`src/rtl/dids_pkg.sv`:
```
// shared types and constants for the distinct id set counter
package dids_pkg;

  localparam int CAPACITY = 50;
  localparam int ID_W     = 32;
  localparam int OUT_W    = 6;
  localparam int CNT_W    = $clog2(CAPACITY + 1);
  localparam int ADDR_W   = (CAPACITY > 1) ? $clog2(CAPACITY) : 1;

  localparam logic [CNT_W-1:0] CAP_CNT = CNT_W'(CAPACITY);

  typedef struct packed {
    logic [ID_W-1:0] offered_id;
    logic            present;
  } in_req_t;

  typedef struct packed {
    logic             newly_stored;
    logic [OUT_W-1:0] distinct_count;
    logic             set_full;
  } out_rsp_t;

  // control from the sequencer to the shared compare unit
  typedef struct packed {
    logic clear;
    logic en;
  } cmp_ctrl_t;

endpackage

```
`src/rtl/dids_ram.sv`:
```
// generic single write port ram with registered read
module dids_ram #(
  parameter int WIDTH = 32,
  parameter int DEPTH = 64,
  localparam int AW = (DEPTH > 1) ? $clog2(DEPTH) : 1
) (
  input  logic             clk,
  input  logic             we,
  input  logic [AW-1:0]    waddr,
  input  logic [WIDTH-1:0] wdata,
  input  logic             re,
  input  logic [AW-1:0]    raddr,
  output logic [WIDTH-1:0] rdata
);

  logic [WIDTH-1:0] mem [DEPTH];

  always_ff @(posedge clk) begin
    if (we) begin
      mem[waddr] <= wdata;
    end
    if (re) begin
      rdata <= mem[raddr];
    end
  end

endmodule

```
`src/rtl/dids_cmp.sv`:
```
// shared equality compare unit with sticky hit flag
module dids_cmp (
  input  logic                      clk,
  input  logic                      rst,
  input  dids_pkg::cmp_ctrl_t       ctrl,
  input  logic [dids_pkg::ID_W-1:0] rd_data,
  input  logic [dids_pkg::ID_W-1:0] key,
  output logic                      hit
);
  import dids_pkg::*;

  always_ff @(posedge clk) begin
    if (rst || ctrl.clear) begin
      hit <= 1'b0;
    end else if (ctrl.en && (rd_data == key)) begin
      hit <= 1'b1;
    end
  end

endmodule

```
`src/rtl/distinct_id_set_counter_core.sv`:
```
// top level: distinct id set with a sequencer walking stored entries
// flow: a skipped request (not present, own id, or set full) or one seen with
//   an empty set goes straight to the finish step; others scan and drain first
// throughput: one request at a time; the stored ids are walked linearly through
//   the single read port of the id ram and one comparator
// reset (rst, synchronous): count, own id and output valid clear; the id ram is
//   not cleared since only entries below the count are ever read
module distinct_id_set_counter_core (
  input  logic                        clk,
  input  logic                        rst,
  input  logic                        cfg_wr_en,
  input  logic [dids_pkg::ID_W-1:0]   cfg_wr_data,
  input  logic                        in_valid,
  output logic                        in_stall,
  input  dids_pkg::in_req_t           in_req,
  output logic                        out_valid,
  input  logic                        out_stall,
  output dids_pkg::out_rsp_t          out_rsp
);
  import dids_pkg::*;

  typedef enum logic [3:0] {
    S_IDLE  = 4'b0001,
    S_SCAN  = 4'b0010,
    S_DRAIN = 4'b0100,
    S_FIN   = 4'b1000
  } state_t;

  state_t            state;
  logic [ID_W-1:0]   own_id;
  logic [CNT_W-1:0]  count;
  logic [CNT_W-1:0]  count_next;
  logic [CNT_W-1:0]  scan_idx;
  logic [ID_W-1:0]   key;
  logic              skip;
  logic              cmp_en;
  logic              hit;
  logic [ID_W-1:0]   rd_data;
  cmp_ctrl_t         cmp_ctrl;

  logic in_accept;
  logic skip_now;
  logic out_free;
  logic added;
  logic scan_last;
  logic wr_en;

  // only take a request when the sequencer is parked
  assign in_stall  = (state != S_IDLE);
  assign in_accept = in_valid && !in_stall;

  // requests that never touch the set
  assign skip_now = !in_req.present || (in_req.offered_id == own_id) || (count >= CAP_CNT);

  // output register can take a new result
  assign out_free = !out_valid || !out_stall;

  assign added      = !skip && !hit;
  assign count_next = count + CNT_W'(added);
  assign scan_last  = (scan_idx == (count - CNT_W'(1)));
  assign wr_en      = (state == S_FIN) && out_free && added;

  assign cmp_ctrl.clear = in_accept;
  assign cmp_ctrl.en    = cmp_en;

  // id storage, one read per scan cycle, one write at the end of a request that adds its id
  dids_ram #(
    .WIDTH (ID_W),
    .DEPTH (CAPACITY)
  ) u_ram (
    .clk   (clk),
    .we    (wr_en),
    .waddr (count[ADDR_W-1:0]),
    .wdata (key),
    .re    (state == S_SCAN),
    .raddr (scan_idx[ADDR_W-1:0]),
    .rdata (rd_data)
  );

  // single comparator, fed one stored id per cycle while scanning
  dids_cmp u_cmp (
    .clk     (clk),
    .rst     (rst),
    .ctrl    (cmp_ctrl),
    .rd_data (rd_data),
    .key     (key),
    .hit     (hit)
  );

  // control state
  always_ff @(posedge clk) begin
    if (rst) begin
      state     <= S_IDLE;
      own_id    <= '0;
      count     <= '0;
      out_valid <= 1'b0;
      cmp_en    <= 1'b0;
    end else begin
      if (cfg_wr_en) begin
        own_id <= cfg_wr_data;
      end
      // read data is valid in the cycle after a scan read
      cmp_en <= (state == S_SCAN);
      // a new result replaces the one taken in the same cycle
      if ((state == S_FIN) && out_free) begin
        out_valid <= 1'b1;
      end else if (out_valid && !out_stall) begin
        out_valid <= 1'b0;
      end
      unique case (state)
        S_IDLE: begin
          if (in_accept) begin
            state <= (skip_now || (count == '0)) ? S_FIN : S_SCAN;
          end
        end
        S_SCAN: begin
          if (scan_last) begin
            state <= S_DRAIN;
          end
        end
        // last compare lands here
        S_DRAIN: begin
          state <= S_FIN;
        end
        S_FIN: begin
          if (out_free) begin
            count     <= count_next;
            state     <= S_IDLE;
          end
        end
        default: begin
          state <= S_IDLE;
        end
      endcase
    end
  end

  // payload registers
  always_ff @(posedge clk) begin
    if (in_accept) begin
      key      <= in_req.offered_id;
      skip     <= skip_now;
      scan_idx <= '0;
    end else if (state == S_SCAN) begin
      scan_idx <= scan_idx + CNT_W'(1);
    end
    if ((state == S_FIN) && out_free) begin
      out_rsp.newly_stored   <= added;
      out_rsp.distinct_count <= OUT_W'(count_next);
      out_rsp.set_full       <= (count_next >= CAP_CNT);
    end
  end

  // count stays within capacity
  a_count_bound: assert property (@(posedge clk) disable iff (rst)
    count <= CAP_CNT)
    else $error("count above capacity");

  // count grows by one only, outside reset
  a_count_step: assert property (@(posedge clk) disable iff (rst)
    (!$past(rst) && (count != $past(count))) |-> (count == $past(count) + CNT_W'(1)))
    else $error("count jumped");

  // a new result only comes out of the finish step
  a_out_src: assert property (@(posedge clk) disable iff (rst)
    $rose(out_valid) |-> $past(state == S_FIN))
    else $error("result without finish step");

  // scan never reads beyond occupied entries
  a_scan_range: assert property (@(posedge clk) disable iff (rst)
    (state == S_SCAN) |-> (scan_idx < count))
    else $error("scan past occupied entries");

  // ram write only on a real insertion into a set that has room
  a_wr_room: assert property (@(posedge clk) disable iff (rst)
    wr_en |-> (!skip && (count < CAP_CNT)))
    else $error("write into full set");

endmodule
```
`config.mk`:
```
export PLATFORM = sky130hd
export DESIGN_NAME = distinct_id_set_counter_core
export DESIGN_NICKNAME = d
export VERILOG_FILES = /design/src/rtl/dids_pkg.sv /design/src/rtl/dids_ram.sv /design/src/rtl/dids_cmp.sv /design/src/rtl/distinct_id_set_counter_core.sv
export SDC_FILE = /design/constraint.sdc
export NUM_CORES = 2
export LEC_CHECK = 0
export BUFFER_PORTS_ARGS = -buffer_cell sky130_fd_sc_hd__buf_2
export CAP_MARGIN = 20
export CELL_PAD_IN_SITES_DETAIL_PLACEMENT = 2
export CELL_PAD_IN_SITES_GLOBAL_PLACEMENT = 2
export CORE_MARGIN = 4
export CORE_UTILIZATION = 45
export CTS_CLUSTER_SIZE = 30
export DETAILED_ROUTE_END_ITERATION = 12
export PLACE_DENSITY = 0.76
export RECOVER_POWER = 100
export SLEW_MARGIN = 20
export SYNTH_ARGS = -nofsm -noshare
export SYNTH_HDL_FRONTEND = slang
export SYNTH_SLANG_ARGS = --single-unit
```
`constraint.sdc`:
```
create_clock -name clk -period 6.1 [get_ports clk]
set_input_delay 1.22 -clock clk [delete_from_list [all_inputs] [get_ports clk]]
set_output_delay 1.22 -clock clk [all_outputs]
set_load 0.05 [all_outputs]
```
==> flow_summary.toml <==
[synth]
synthArstFlopShare_pct = 0
syn_area_um2 = 65900
ys_types = 44
yosys_warnings = 0
synth_edf_count = 1673
ys.flop_type = "edfxtp_1"
syn_area_per_cell_um2 = 23.6
syn_inst = 2800
syn_nets = 2876
ys_ff_latch = 1724
seq_area_frac_synth_pct = 77.7

[cts]
cts_buffers = 180
root_buffer = "clkbuf_16"
clock-sinks = 1724
clkTransAtPathRegs_ns = 0.06
h-tree-depth = 4
ctsHoldBuffers = 0
cts_setup_buffers = 0
clock_latency_ns = 0.82
cts_resized = 0
cts_buffer_depth = 3
tritoncts = "done"

[status]
failed_checks = "capacitance limit, slew limit"
status = "complete, but fails checks"

[critical_path]
slowest_stage = "clkbuf_1"
path_cells = "or4b_1 > a21oi_1 > nand2_1 > nor2_1 > nand3_1 > nor2_1 > clkbuf_1"
path_delay_family = "simple AND/OR/NAND/NOR gates"
end_kind = "flop"
slowest_delay_ns = 1.13
setup.worst_path.start_class = "flop"
critical_path_class = "flop to flop"
critPathMaxFanout = 22
arrival_ns = 5.49
crit_required_ns = 6.50
ff2ff_setup_slack_ns = 1.00
path_buf_inv = 1
crit_top_cell = "nor2_1"

[final_layout]
drive_above_1_share_pct = 28.3
layout_common_cells = "1673 x edfxtp_1, 480 x mux4_2, 183 x clkbuf_16, 124 x clkbuf_1, 91 x nor2_1"
fin_util_pct = 51.6
nNetsFinal = 3115
area_growth_pct = 14.0
layout_commonest_cell = "edfxtp_1"
fillers = 12200
register_area_um2 = 51300
multiInputGateArea_um2 = 14000

[detailed_routing]
ant_nets = 0
vias = 33400
wl_met3_um = 18700
drc_errors = 0
drt_pass1_iterations = 5
drt-total-wl_um = 221000
drt_iter0_drc = 5045
wl_per_cell_um = 43.2
met1Wirelength_um = 86000
top_layer = "met5"
avgViaCountPerCell = 6.54
wl_met2_um = 109000

[timing]
max_clock_freq_mhz = 196
min_period_over_period_pct = 83.6
slew_headroom_pct = -184
clock_skew_ns = 0.0438
slew_violations = 2129
hold_violations = 0
setup_viol_count_final = 0
min_period_ns = 5.10
rsz0062_at_grt = "false"
worstMarginPinSlew_ns = 4.25
final.setup.tns_ns = 0

[floorplan]
std_cell_rows = 140
die_x_um = 391
dieArea_um2 = 153000
initial_core_util_pct = 45.3
pin_count = 80
core_area_um2 = 146000
die_y_um = 391

[min_path]
hp-class = "flop to flop"

[placement]
gp_congestion = 0.792
portBuffers = 79
place_hpwl_um = 130000

[run]
cap_violations = 64

[grt]
grt_pass1_wl_um = 302000
grt_pass1_vias = 34700
grt_overflow_total = 0
grt_start_max_net_pins = 68
grt_use_total_pct = 28.7
antenna_found_initial = 19

[pwr]
power_leakage_nw = 22.7
ir_drop_mv = 0.287
power_density_nw_per_um2 = 392
## worst reg2reg max path, delay by kind of cell, from the launching register on
kind                   cells  cell delay (ns)
AO/OA/AOI/OAI              1             0.26
AND/OR/NAND/NOR            5             2.83
buffers and inverters      1             1.14
flip-flops                 1             0.46
## final timing paths
path                 endpoint  cells after the start  startpoint
min                 own_id[8]                      2   own_id[8]
min reg2reg         own_id[8]                      2   own_id[8]
max reg2reg  u_ram.mem[49][3]                      7    state[3]
max          u_ram.mem[49][3]                      7    state[3]
## cell families after synthesis
family	Yosys count	share of synthesized area, %
xor gates and xnor gates	85	1.13
buffers and inverters	152	1.12
and+or+nand+nor	174	1.22
adders and majority gates	6	0.114
muxes	579	18.0
AOI/OAI and AO/OA	80	0.732
DFF	1724	77.7
## layout make-up
class | count | share of cell area, %
Multi-Input combinational cell | 924 | 18.7
Inverter | 4 | 0.0200
Clock inverter | 109 | 1.23
Tap cell | 1917 | 3.19
Timing Repair Buffer | 205 | 2.38
Antenna cell | 3 | 0.00999
Sequential cell | 1724 | 68.2
Clock buffer | 223 | 6.32
## registers in the layout, indices dropped and copies added (netlist names)
| signal | cells |
|---|---|
| own_id | 32 |
| count | 6 |
| skip | 1 |
| scan_idx | 6 |
| out_rsp | 8 |
| cmp_en | 1 |
| out_valid | 1 |
| u_cmp.hit | 1 |
| u_ram.rdata | 32 |
| u_ram.mem | 1600 |
| key | 32 |
| state | 4 |
## power by group
group          leakage [nW]  switching, mW  internal (mW)
Sequential             15.5          0.171           13.9
Clock                  2.77           4.90           5.98
Combinational          4.46           2.96           1.58
Total                  22.7           8.03           21.4
## routing by layer
metal / up-vias / track usage, %
li1: 12400 / -
met1: 18500 / 39.7
met2: 2109 / 47.4
met3: 363 / 5.42
met4: 4 / 7.61
met5: - / 0
## synth_stat cells (2+ instances only)
cell type / count / area share (%)
a21oi_1: 33 / 0.25
a31oi_1: 2 / 0.019
and3_1: 5 / 0.047
buf_1: 26 / 0.15
buf_2: 17 / 0.13
buf_4: 31 / 0.35
buf_6: 4 / 0.068
clkbuf_1: 70 / 0.40
dfxtp_1: 51 / 1.5
edfxtp_1: 1673 / 76
ha_1: 6 / 0.11
inv_1: 4 / 0.023
mux2_2: 32 / 0.55
mux2i_1: 67 / 1.0
mux4_2: 480 / 16
nand2_1: 14 / 0.080
nand3_1: 8 / 0.061
nand4_1: 5 / 0.047
nor2_1: 103 / 0.59
nor2b_1: 4 / 0.038
nor3_1: 4 / 0.030
nor4_1: 18 / 0.17
nor4b_2: 2 / 0.046
o211ai_1: 2 / 0.023
o22ai_1: 33 / 0.31
or2_2: 2 / 0.019
or3_1: 4 / 0.038
xnor2_1: 11 / 0.15
xor2_1: 74 / 0.98
## through the flow
stage / area (um2) / hold WS, ns / setup WS, ns / power, mW / cells
6_report: 75200 / 0.524 / 1.00 / 29.5 / 5109
5_1_grt: 75200 / 0.568 / 0.798 / 30.3 / 5106
4_1_cts: 74900 / 0.533 / 1.50 / 29.5 / 5063
3_5_place_dp: 69200 / 0.515 / 1.29 / 18.7 / 4731
3_3_place_gp: 69200 / 0.495 / 1.60 / 18.3 / 4730
2_1_floorplan: 65900 / 0.481 / 2.07 / 16.7 / 2800
Power figures use the tool's default switching activity.
